==> src/sv/esd_pkg.sv <==
// shared types, character codes and helper functions for the escape sequence decoder
// no dependencies; used by esd_decode, esd_out_fifo and escape_sequence_decoder
package esd_pkg;

  localparam int OUT_DEPTH = 4;
  localparam int PTR_W = $clog2(OUT_DEPTH);
  localparam int CNT_W = $clog2(OUT_DEPTH + 1);

  localparam logic [7:0] CH_BSLASH = 8'h5C;
  localparam logic [7:0] CH_QMARK  = 8'h3F;
  localparam logic [7:0] CH_SQUOTE = 8'h27;
  localparam logic [7:0] CH_DQUOTE = 8'h22;
  localparam logic [7:0] CH_LC_N   = 8'h6E;
  localparam logic [7:0] CH_LC_T   = 8'h74;
  localparam logic [7:0] CH_LC_V   = 8'h76;
  localparam logic [7:0] CH_LC_B   = 8'h62;
  localparam logic [7:0] CH_LC_R   = 8'h72;
  localparam logic [7:0] CH_LC_F   = 8'h66;
  localparam logic [7:0] CH_LC_A   = 8'h61;
  localparam logic [7:0] CH_LC_X   = 8'h78;

  localparam logic [7:0] CODE_LF  = 8'd10;
  localparam logic [7:0] CODE_TAB = 8'd9;
  localparam logic [7:0] CODE_VT  = 8'd11;
  localparam logic [7:0] CODE_BS  = 8'd8;
  localparam logic [7:0] CODE_CR  = 8'd13;
  localparam logic [7:0] CODE_FF  = 8'd12;
  localparam logic [7:0] CODE_BEL = 8'd7;

  typedef struct packed {
    logic       eos;
    logic       err;
    logic [7:0] data;
  } item_t;

  typedef struct packed {
    logic  v0;
    item_t i0;
    logic  v1;
    item_t i1;
  } res_t;

  // append one result in the first free slot
  function automatic res_t push(res_t r, logic [7:0] data, logic err);
    res_t o;
    item_t it;
    o = r;
    it.eos = 1'b0;
    it.err = err;
    it.data = err ? 8'd0 : data;
    if (!r.v0) begin
      o.v0 = 1'b1;
      o.i0 = it;
    end else begin
      o.v1 = 1'b1;
      o.i1 = it;
    end
    return o;
  endfunction

  function automatic logic is_octal(logic [7:0] c);
    return c[7:3] == 5'b00110;
  endfunction

  // {valid, value}
  function automatic logic [4:0] hex_value(logic [7:0] c);
    logic [4:0] r;
    r = 5'd0;
    if (c >= 8'h30 && c <= 8'h39) begin
      r = {1'b1, c[3:0]};
    end else if ((c >= 8'h41 && c <= 8'h46) || (c >= 8'h61 && c <= 8'h66)) begin
      r = {1'b1, c[3:0] + 4'd9};
    end
    return r;
  endfunction

endpackage

==> src/sv/escape_sequence_decoder.sv <==
// C escape sequence decoder, top level: input register, decoder and result queue
// depends on esd_pkg, esd_decode, esd_out_fifo
//
// usage
//   slave channel s_*: one character per word, s_tlast on the final
//   character of a string. master channel m_*: decoded bytes, m_tuser set
//   on the single error word of a string with a bad escape, m_tlast on the
//   last word of each string.
//   a character is registered on acceptance and, once the queue has room,
//   decoded into a four-word result queue whose head drives the master side.
//   throughput is one character per cycle while the queue has room. a
//   character that closes a short numeric escape can give two words; the
//   master side drains one word per cycle while m_tready is high, so each
//   such extra word stalls s_tready once the queue fills.
//   reset clears the decoder to outside any escape and empties the queue.
//   when m_tready is low the queue holds its words and s_tready drops once
//   fewer than two slots are free and a character is held in the input register.
module escape_sequence_decoder (
  input  logic       clk,
  input  logic       rst,
  input  logic       s_tvalid,
  output logic       s_tready,
  input  logic [7:0] s_tdata,   // [7:0] in_byte
  input  logic       s_tlast,
  output logic       m_tvalid,
  input  logic       m_tready,
  output logic [7:0] m_tdata,   // [7:0] out_byte
  output logic       m_tuser,   // [0] is_error
  output logic       m_tlast
);

  logic          in_valid;
  logic [7:0]    in_byte;
  logic          in_last;
  logic          room;
  logic          fire;
  esd_pkg::res_t res;
  esd_pkg::item_t head;

  assign fire = in_valid && room;
  assign s_tready = !in_valid || room;

  always_ff @(posedge clk) begin
    if (rst) begin
      in_valid <= 1'b0;
    end else if (s_tready) begin
      in_valid <= s_tvalid;
    end
  end

  always_ff @(posedge clk) begin
    if (s_tvalid && s_tready) begin
      in_byte <= s_tdata;
      in_last <= s_tlast;
    end
  end

  esd_decode u_decode (
    .clk     (clk),
    .rst     (rst),
    .fire    (fire),
    .in_byte (in_byte),
    .last    (in_last),
    .res     (res)
  );

  esd_out_fifo u_out_fifo (
    .clk   (clk),
    .rst   (rst),
    .push0 (fire && res.v0),
    .push1 (fire && res.v1),
    .item0 (res.i0),
    .item1 (res.i1),
    .pop   (m_tvalid && m_tready),
    .room  (room),
    .valid (m_tvalid),
    .head  (head)
  );

  assign m_tdata = head.data;
  assign m_tuser = head.err;
  assign m_tlast = head.eos;

  a_pair_ordered: assert property (@(posedge clk) disable iff (rst)
    (fire && res.v1) |-> res.v0)
    else $error("second result without first");

  a_error_zero: assert property (@(posedge clk) disable iff (rst)
    (m_tvalid && m_tuser) |-> (m_tdata == 8'd0 && m_tlast))
    else $error("error word carries data or is not last");

endmodule

==> src/sv/esd_decode.sv <==
// escape decoding state machine: mode and digit accumulator, up to two results per byte
// depends on esd_pkg
module esd_decode (
  input  logic            clk,
  input  logic            rst,
  input  logic            fire,
  input  logic [7:0]      in_byte,
  input  logic            last,
  output esd_pkg::res_t   res
);

  typedef enum logic [6:0] {
    MODE_IDLE = 7'b0000001,
    MODE_ESC  = 7'b0000010,
    MODE_OCT1 = 7'b0000100,
    MODE_OCT2 = 7'b0001000,
    MODE_HEX0 = 7'b0010000,
    MODE_HEX1 = 7'b0100000,
    MODE_ERR  = 7'b1000000
  } mode_t;

  mode_t      mode, mode_next;
  logic [7:0] acc, acc_next;
  logic [4:0] hx;
  logic       oct;
  esd_pkg::res_t r;

  always_comb begin
    mode_next = mode;
    acc_next = acc;
    hx = esd_pkg::hex_value(in_byte);
    oct = esd_pkg::is_octal(in_byte);
    r = '0;
    unique case (mode)
      MODE_ESC: begin
        mode_next = MODE_IDLE;
        unique case (in_byte)
          esd_pkg::CH_LC_N: r = esd_pkg::push(r, esd_pkg::CODE_LF, 1'b0);
          esd_pkg::CH_LC_T: r = esd_pkg::push(r, esd_pkg::CODE_TAB, 1'b0);
          esd_pkg::CH_LC_V: r = esd_pkg::push(r, esd_pkg::CODE_VT, 1'b0);
          esd_pkg::CH_LC_B: r = esd_pkg::push(r, esd_pkg::CODE_BS, 1'b0);
          esd_pkg::CH_LC_R: r = esd_pkg::push(r, esd_pkg::CODE_CR, 1'b0);
          esd_pkg::CH_LC_F: r = esd_pkg::push(r, esd_pkg::CODE_FF, 1'b0);
          esd_pkg::CH_LC_A: r = esd_pkg::push(r, esd_pkg::CODE_BEL, 1'b0);
          esd_pkg::CH_BSLASH, esd_pkg::CH_QMARK,
          esd_pkg::CH_SQUOTE, esd_pkg::CH_DQUOTE: r = esd_pkg::push(r, in_byte, 1'b0);
          esd_pkg::CH_LC_X: begin
            acc_next = 8'd0;
            mode_next = MODE_HEX0;
          end
          default: begin
            if (oct) begin
              acc_next = {5'd0, in_byte[2:0]};
              mode_next = MODE_OCT1;
            end else begin
              mode_next = MODE_ERR;
            end
          end
        endcase
      end
      MODE_OCT1, MODE_OCT2: begin
        if (oct) begin
          acc_next = {acc[4:0], in_byte[2:0]};
          if (mode == MODE_OCT1) begin
            mode_next = MODE_OCT2;
          end else begin
            mode_next = MODE_IDLE;
            r = esd_pkg::push(r, acc_next, 1'b0);
          end
        end else begin
          r = esd_pkg::push(r, acc, 1'b0);
          if (in_byte == esd_pkg::CH_BSLASH) begin
            mode_next = MODE_ESC;
          end else begin
            mode_next = MODE_IDLE;
            r = esd_pkg::push(r, in_byte, 1'b0);
          end
        end
      end
      MODE_HEX0: begin
        if (hx[4]) begin
          acc_next = {4'd0, hx[3:0]};
          mode_next = MODE_HEX1;
        end else begin
          mode_next = MODE_ERR;
        end
      end
      MODE_HEX1: begin
        if (hx[4]) begin
          acc_next = {acc[3:0], hx[3:0]};
          mode_next = MODE_IDLE;
          r = esd_pkg::push(r, acc_next, 1'b0);
        end else begin
          r = esd_pkg::push(r, acc, 1'b0);
          if (in_byte == esd_pkg::CH_BSLASH) begin
            mode_next = MODE_ESC;
          end else begin
            mode_next = MODE_IDLE;
            r = esd_pkg::push(r, in_byte, 1'b0);
          end
        end
      end
      MODE_ERR: begin
        mode_next = MODE_ERR;
      end
      default: begin
        if (in_byte == esd_pkg::CH_BSLASH) begin
          mode_next = MODE_ESC;
        end else begin
          mode_next = MODE_IDLE;
          r = esd_pkg::push(r, in_byte, 1'b0);
        end
      end
    endcase

    if (last) begin
      priority if (mode_next == MODE_OCT1 || mode_next == MODE_OCT2 ||
                   mode_next == MODE_HEX1) begin
        r = esd_pkg::push(r, acc_next, 1'b0);
      end else if (mode_next == MODE_ESC || mode_next == MODE_HEX0 ||
                   mode_next == MODE_ERR) begin
        r = esd_pkg::push(r, 8'd0, 1'b1);
      end
      if (r.v1) begin
        r.i1.eos = 1'b1;
      end else if (r.v0) begin
        r.i0.eos = 1'b1;
      end
      mode_next = MODE_IDLE;
      acc_next = 8'd0;
    end
  end

  assign res = r;

  always_ff @(posedge clk) begin
    if (rst) begin
      mode <= MODE_IDLE;
      acc <= 8'd0;
    end else if (fire) begin
      mode <= mode_next;
      acc <= acc_next;
    end
  end

  a_last_resets: assert property (@(posedge clk) disable iff (rst)
    (fire && last) |=> (mode == MODE_IDLE && acc == 8'd0))
    else $error("decoder not idle after end of string");

  a_err_ends: assert property (@(posedge clk) disable iff (rst)
    (fire && r.v0 && r.i0.err) |-> (r.i0.eos && !r.v1))
    else $error("error result not the final result");

endmodule

==> src/sv/esd_out_fifo.sv <==
// small result queue taking up to two words per cycle, draining one per cycle
// depends on esd_pkg
module esd_out_fifo (
  input  logic           clk,
  input  logic           rst,
  input  logic           push0,
  input  logic           push1,
  input  esd_pkg::item_t item0,
  input  esd_pkg::item_t item1,
  input  logic           pop,
  output logic           room,
  output logic           valid,
  output esd_pkg::item_t head
);

  esd_pkg::item_t mem [esd_pkg::OUT_DEPTH];
  logic [esd_pkg::PTR_W-1:0] wr_ptr, rd_ptr;
  logic [esd_pkg::CNT_W-1:0] count, count_next;
  logic [esd_pkg::PTR_W-1:0] wr_ptr1;
  logic [esd_pkg::CNT_W-1:0] n_push;

  assign wr_ptr1 = wr_ptr + esd_pkg::PTR_W'(1);
  assign n_push = esd_pkg::CNT_W'(push0) + esd_pkg::CNT_W'(push1);
  assign count_next = count + n_push - esd_pkg::CNT_W'(pop);
  assign valid = count != '0;
  assign room = count <= esd_pkg::CNT_W'(esd_pkg::OUT_DEPTH - 2);
  assign head = mem[rd_ptr];

  always_ff @(posedge clk) begin
    if (push0) begin
      mem[wr_ptr] <= item0;
    end
    if (push1) begin
      mem[wr_ptr1] <= item1;
    end
  end

  always_ff @(posedge clk) begin
    if (rst) begin
      wr_ptr <= '0;
      rd_ptr <= '0;
      count <= '0;
    end else begin
      wr_ptr <= wr_ptr + esd_pkg::PTR_W'(n_push);
      if (pop) begin
        rd_ptr <= rd_ptr + esd_pkg::PTR_W'(1);
      end
      count <= count_next;
    end
  end

  a_no_overflow: assert property (@(posedge clk) disable iff (rst)
    push0 |-> room)
    else $error("result queue written without room");

  a_no_underflow: assert property (@(posedge clk) disable iff (rst)
    pop |-> valid)
    else $error("result queue read while empty");

endmodule

==> config.mk <==
export PLATFORM = sky130hd
export DESIGN_NAME = escape_sequence_decoder
export DESIGN_NICKNAME = d
export VERILOG_FILES = /design/src/sv/esd_pkg.sv /design/src/sv/escape_sequence_decoder.sv /design/src/sv/esd_decode.sv /design/src/sv/esd_out_fifo.sv
export SDC_FILE = /design/constraint.sdc
export NUM_CORES = 1
export LEC_CHECK = 0
export BUFFER_PORTS_ARGS = -buffer_cell sky130_fd_sc_hd__buf_2
export CORE_UTILIZATION = 45
export CTS_CLUSTER_SIZE = 14
export DETAILED_ROUTE_END_ITERATION = 16
export SLEW_MARGIN = 25
export SYNTH_ARGS = -nofsm -noshare
export SYNTH_HDL_FRONTEND = slang
export SYNTH_SLANG_ARGS = --single-unit
==> constraint.sdc <==
create_clock -name clk -period 7.4 [get_ports clk]
set_input_delay 1.48 -clock clk [delete_from_list [all_inputs] [get_ports clk]]
set_output_delay 1.48 -clock clk [all_outputs]
set_load 0.005 [all_outputs]
# Word level (Yosys, flattened, before mapping)

Memories as Yosys holds them, arrays and structs flattened. A register that Yosys moved wholly into a read port is not among the register bits.
Index checks and enable logic that the tools add are counted.

Add/subtract/negate cells: 7
Magnitude comparators: 7
Eq/ne operators: 25
Muxes and demuxes: 51
Reduce and logical (&&, ||, !) cells: 20

Operators with widths:

| operator                                                                             | count |
|---|---|
| 22-bit two-way mux                                                                   | 10 |
| 22-bit case mux with 8 select lines                                                  | 1 |
| 11-bit two-way mux                                                                   | 8 |
| 22-bit case mux with 4 select lines                                                  | 1 |
| 8-bit by 7-bit equality test with 1-bit output (second input constant)               | 9 |
| 10-bit two-way mux                                                                   | 4 |
| 8-bit two-way mux                                                                    | 5 |
| 7-bit two-way mux                                                                    | 5 |
| 7-bit case mux with 5 select lines                                                   | 1 |
| 8-bit case mux with 4 select lines                                                   | 1 |
| 8-bit by 6-bit equality test with 1-bit output (second input constant)               | 3 |
| 8-bit by 7-bit greater-or-equal comparator with 1-bit output (second input constant) | 2 |
| 8-bit by 7-bit <= comparator with 1-bit output (second input constant)               | 2 |
| 8-bit case mux with 2 select lines                                                   | 1 |
| 7-bit by 2-bit equality test with 1-bit output (second input constant)               | 2 |
| 7-bit by 3-bit equality test with 1-bit output (second input constant)               | 2 |
| 7-bit by 4-bit equality test with 1-bit output (second input constant)               | 2 |
| 7-bit by 5-bit equality test with 1-bit output (second input constant)               | 2 |
| 7-bit by 6-bit equality test with 1-bit output (second input constant)               | 2 |
| 7-bit equality test (second input constant)                                          | 2 |
| 7-bit case mux with 2 select lines                                                   | 1 |
| 11-bit OR reduction                                                                  | 1 |
| 5-bit two-way mux                                                                    | 2 |
| 8-bit by 6-bit greater-or-equal comparator with 1-bit output (second input constant) | 1 |
| 18 further kinds                                                                     | 40 |

Register bits: 32
Memory bits (writable): 40
Bits of input ports: 13
Output and inout bits: 12
Logic and storage cells: 119
Memories kept: 1

Memory list:

| memory         | words | width | read ports | clocked after Yosys merged registers in | wr ports | line               | RTL |
|---|---|---|---|---|---|---|---|
| u_out_fifo.mem | 4     | 10    | 1          | 1                                       | 2        | esd_out_fifo.sv:16 | `esd_pkg::item_t mem [esd_pkg::OUT_DEPTH];` |

# Depth between registers and ports, before layout

Depth in word-level cells: 22
Depth in mapped cells: 17
Gate-level depth less buffers: 17

# Hierarchy

A second synthesis with hierarchy kept.

Cells, all modules: 476
Area total of the unflattened synthesis: 4858.4 um2

By module, submodules not included:

| module                  | times used | cells each | area an instance (um2) | seq. area each (um2) |
|---|---|---|---|---|
| esd_out_fifo            | 1          | 146        | 2412.3                 | 1381.3 |
| esd_decode              | 1          | 312        | 2092.0                 | 300.3 |
| escape_sequence_decoder | 1          | 18         | 354.1                  | 290.3 |

# Worst setup path before layout

OpenSTA, ideal clock, no wires.

Path kind: reg2reg
From: register in_byte[0]
To: register u_out_fifo.count[2] in the netlist's numbering
Library setup time: 0.128 ns
Data arrival time: 3.429 ns
Required time: 7.272 ns
Slack: 3.844 ns
Stages on the path, launching flop included: 16
Path buffers: 0
Period minus slack after synthesis: 3.556 ns
Cells stage by stage: edfxtp_1 inv_1 ha_1 nor3b_1 nor4_2 o31a_1 o31a_2 nor2_1 ha_1 inv_1 ha_1 inv_1 fa_1 xor2_1 xnor2_1 nor2_1

Cells in the longest elaborated chain, start to end: 18
Elaborated cells between the ends (all ways): 60
Classes of those cells: 3 x add/sub; 6 x order compare; 18 x eq/ne; 21 x mux; 12 x reduce/logical

RTL lines:

| element                                                                                                                               | line                                                         | RTL |
|---|---|---|
| from (decl)                                                                                                                           | escape_sequence_decoder.sv:33                                | `logic [7:0] in_byte;` |
| from (signal assigned)                                                                                                                | escape_sequence_decoder.sv:53                                | `in_byte <= s_tdata;` |
| 8-bit by 7-bit greater-or-equal comparator with 1-bit output / 8-bit by 7-bit <= comparator with 1-bit output (equally long branches) | esd_pkg.sv:71                                                | `end else if ((c >= 8'h41 && c <= 8'h46) \|\| (c >= 8'h61 && c <= 8'h66)) begin` |
| 1-bit logical AND                                                                                                                     | esd_pkg.sv:71                                                |  |
| 1-bit logical OR                                                                                                                      | esd_pkg.sv:71                                                |  |
| 5-bit two-way mux                                                                                                                     | esd_pkg.sv:71                                                |  |
| 5-bit two-way mux                                                                                                                     | esd_pkg.sv:69                                                | `if (c >= 8'h30 && c <= 8'h39) begin` |
| 7-bit two-way mux (on tied branches)                                                                                                  | esd_decode.sv:89, esd_decode.sv:81                           |  |
| 7-bit case mux with 5 select lines                                                                                                    | esd_decode.sv:34                                             | `unique case (mode)` |
| 7-bit by 2-bit equality test with 1-bit output / 7-bit by 5-bit equality test with 1-bit output (equally long branches)               | esd_decode.sv:120                                            | `end else if (mode_next == MODE_ESC \|\| mode_next == MODE_HEX0 \|\|` |
| 1-bit logical OR (2 in series)                                                                                                        | esd_decode.sv:120                                            |  |
| 22-bit two-way mux                                                                                                                    | esd_decode.sv:120                                            |  |
| 22-bit two-way mux                                                                                                                    | esd_decode.sv:117                                            | `priority if (mode_next == MODE_OCT1 \|\| mode_next == MODE_OCT2 \|\|` |
| 22-bit two-way mux                                                                                                                    | esd_decode.sv:116                                            | `if (last) begin` |
| 22-bit two-way mux (*)                                                                                                                | esd_decode.sv:116                                            |  |
| 1-bit logical AND (on tied branches)                                                                                                  | escape_sequence_decoder.sv:70, escape_sequence_decoder.sv:71 |  |
| 1-bit by 1-bit adder with 2-bit output (*)                                                                                            | esd_out_fifo.sv:23                                           | `assign n_push = esd_pkg::CNT_W'(push0) + esd_pkg::CNT_W'(push1);` |
| 3-bit adder (*)                                                                                                                       | esd_out_fifo.sv:24                                           | `assign count_next = count + n_push - esd_pkg::CNT_W'(pop);` |
| 3-bit by 1-bit subtractor with 3-bit output (*)                                                                                       | esd_out_fifo.sv:24                                           |  |
| to (signal assigned)                                                                                                                  | esd_out_fifo.sv:48                                           | `count <= count_next;` |
| to (decl)                                                                                                                             | esd_out_fifo.sv:18                                           | `logic [esd_pkg::CNT_W-1:0] count, count_next;` |

Every way passes the cells marked *; elsewhere a longest branch is shown, timed or not. The select of a mux whose other input is x is not followed.
A chain may end at the register's enable or synchronous reset.

# Worst setup path after layout

Ends and elaborated chain as after synthesis.

==> key figures <==
Outcome
  • Run status: complete, no violations

Critical path
  • R2R cell count: 16
  • WS Path Type: reg -> reg
  • CP required: 7.63 ns
  • FF-to-FF Start: in_byte[0]$_DFFE_PP_
  • Crit. End Element: flop
  • Slowest CP cell: edfxtp_1
  • Slowest stage delay, CP: roughly 0.58 ns
  • Reg-to-reg critical path endpoint: u_out_fifo.count[2]$_SDFF_PP0_
  • Dominant delay contributor by cell family on the critical path: adder cells
  • WP data arrival: 4.36 ns
  • CP max FO: 12
  • Crit path to: u_out_fifo.count[2]$_SDFF_PP0_
  • Stages on worst setup path: 16
  • Crit path from: in_byte[0]$_DFFE_PP_
  • R2R Setup Slk: 3.28 ns
  • WP buf/inv: 2
  • Type of origin of the critical path: flop
  • Crit-path cells: inv_1 > ha_1 > nand2_1 > nor4_2 > buf_4 > o31a_1 > a21oi_1 > a22oi_1 > nor2_1 > nor2_1 > ha_1 > ha_1 > fa_1 > xor2_1 > xnor2_1 > nor2_1

Global routing
  • Total grt overflow: 0
  • First-pass GRT wire length: 22.5 mm
  • Tot GR Track Use: 26.1%
  • Vias in the first global route: 4075
  • Initial antenna violation count: 0
  • Largest net degree at the start of global routing: 28

Clocking
  • Hold-fix buffers at CTS: 0
  • Max Buffers Root-to-Sink: 2
  • Worst-path clk slew: 0.09 ns
  • Resized cells post-CTS: 0
  • Root buf cell: clkbuf_8
  • Worst-Skew Late Latency: between 0.3 and 0.4 ns
  • H-tree depth: 3
  • CTS tree: yes
  • Post-CTS setup buffer count: 0
  • CTS sink cnt: between 70 and 80
  • Total CTS buffers: 9

Placed design
  • Dpl ws: ~3.3 ns
  • HPWL after DPL: 10.7 mm
  • Placement Cell Area: 5130 um^2
  • Routability cong.: between 0.9 and 1
  • IO buf count: 24

STA
  • Worst slew pin tran: 0.684 ns
  • Hold Vio Cnt, Final: 0
  • Setup Skew: between 0.01 and 0.015 ns
  • Final min period: between 4 and 5 ns
  • Setup TNS Final: 0 ns
  • Final Setup Violations: 0
  • Max transition margin: 54.3%
  • Max Clk Rate: 243 MHz
  • Worst setup margin: about 3.3 ns
  • RSZ-0062 raised after global routing: false
  • Max Slew Vio Count: 0
  • Tcrit/Tclk final: 55.7%

Detailed routing
  • Final ANT Viol Nets: 0
  • Vias per cell: 6.41
  • DRC viols: 0
  • DR WL/cell: 21.4 um
  • First DRT Iteration DRCs: 463
  • DR pass1 iterations: 6
  • Routed WL: 14.1 mm
  • Vias: 4238

Finish
  • Core Util, Final: between 50% and 60%
  • Fillers: 946
  • Nets@finish: 544
  • FF/Latch Area: 1970 um^2
  • Antenna diodes: 0
  • Share of cells above drive strength 1: roughly 17%
  • Area growth, synth to finish: 7.00%
  • Multi-input gate area: around 2800 um^2
  • Finished Cell Area: 5320 um^2

Yosys
  • Post-synthesis sequential area ratio: approximately two fifths
  • Cell Area, Synth: 4970 um^2
  • Top-count cell post-synth: edfxtp_1
  • Synth area leaders: edfxtp_1, dfxtp_1, mux4_2
  • Syn Inst Count: around 510
  • Ys async rst share: 0%
  • Syn_nets: 538
  • Cell variety after synth: 81
  • Synthesis-stage register bit count: 74
  • Syn_area_per_cell: 9.66 um^2
  • Yosys top cell by area: edfxtp_1
  • Most instantiated cells after synthesis: edfxtp_1, nand2_1, nor2_1, a21oi_1, dfxtp_1
  • Synth top area share: 29.6%
  • Predominant post-synthesis flop cell: edfxtp_1
  • Number of synthesized flops with an enable pin: 49
  • Ys Warns: 0

Floorplanning
  • Die width: roughly 110 um
  • # rows: 37
  • Number of top-level pins: 25
  • Die height: approximately 110 um
  • Core Region: 10500 um^2
  • DIE AREA: 11500 um^2
  • Initial Util: 47.3%

Pwr
  • Maximum vdd drop: 0.110 mV
  • Pwr dens: 195 nW/um^2
  • PnR Total Power: 0.00104 W
  • Static Leak: 1.74 nW

Hold path
  • HP Class: reg -> reg

Flow run
  • Max-cap viol count: 0
-- how the worst min path moves through the flow --
stage | start | cells after the start | slack, ns | to
after CTS | in_valid$_SDFFE_PP0N_ | 2 | 0.53 | in_valid$_SDFFE_PP0N_
after global placement | u_out_fifo.rd_ptr[1]$_SDFFE_PP0P_ | 2 | 0.51 | u_out_fifo.rd_ptr[1]$_SDFFE_PP0P_
after detailed placement | in_valid$_SDFFE_PP0N_ | 2 | 0.52 | in_valid$_SDFFE_PP0N_
final | in_valid$_SDFFE_PP0N_ | 2 | 0.52 | in_valid$_SDFFE_PP0N_
after global routing | in_valid$_SDFFE_PP0N_ | 2 | 0.56 | in_valid$_SDFFE_PP0N_
after floorplan | u_decode.acc[7]$_SDFFE_PP0P_ | 2 | 0.47 | u_decode.acc[7]$_SDFFE_PP0P_
-- registers in the layout (all words and copies together) (netlist names), named ones only --
signal,flops
in_valid,1
in_byte,8
in_last,1
u_decode.acc,8
u_decode.mode,7
u_out_fifo.wr_ptr,2
u_out_fifo.rd_ptr,2
u_out_fifo.count,3
u_out_fifo.mem,40
-- routing by layer --
| metal | global-route usage (%) | vias to the layer above | wire length (um) |
|---|---|---|---|
| li1 | - | 1977 | - |
| met1 | 34.7 | 2019 | 6080 |
| met2 | 42.3 | 209 | 6710 |
| met3 | 5.11 | 33 | 925 |
| met4 | 9.39 | 0 | 422 |
| met5 | 0 | - | 0 |
-- tightest hold or removal path: cells and delay by family (launching register included) --
family	cells	cell delay, ns
simple gates	1	0.09
flops	1	0.32
compound gates	1	0.07
-- per-stage QoR --
step | std cells | hold slack [ns]
final | 661 | 0.525
after global routing | 661 | 0.559
after CTS | 661 | 0.527
after detailed placement | 645 | 0.515
after global placement | 644 | 0.510
after floorplan | 514 | 0.470
-- cell type report --
type                    instances  share of cell area [%]
well taps                     136                    3.20
inverters                      16                    1.13
clock inverters                 7                    1.08
flip-flops and latches         74                    37.1
multi-input cells             389                    52.1
clock buffers                   9                    2.33
repair buffers                 30                    3.06
-- power breakdown --
| part | leakage [nW] | internal [W] | switching [W] |
|---|---|---|---|
| clock | 0.0934 | 0.000128 | 0.000171 |
| sequential | 0.651 | 0.000475 | 0.0000417 |
| combinational | 0.998 | 0.000111 | 0.000110 |
| total | 1.74 | 0.000714 | 0.000322 |
-- layout by cell type, fill, tap and decap left out, types with 10 or more instances in the layout --
cell type / instances
edfxtp_1: 49
nand2_1: 40
nor2_1: 40
a21oi_1: 37
dfxtp_1: 25
buf_2: 25
nand3_1: 23
o21ai_0: 22
inv_1: 16
o22ai_1: 15
nor3_1: 12
mux4_2: 10
ha_1: 10
-- logic make-up (layout without fill, tap and decap cells) --
family	count (synthesis)	in the layout	synth area share (%)
and+or+nand+nor	184	184	20.1
buffers and inverters	51	62	4.76
AOI/OAI and AO/OA	168	168	24.8
adders and majority gates	11	11	2.92
DFF	74	74	39.7
xor gates and xnor gates	9	9	1.59
muxes	17	17	6.07
Power figures use the tool's default switching activity.
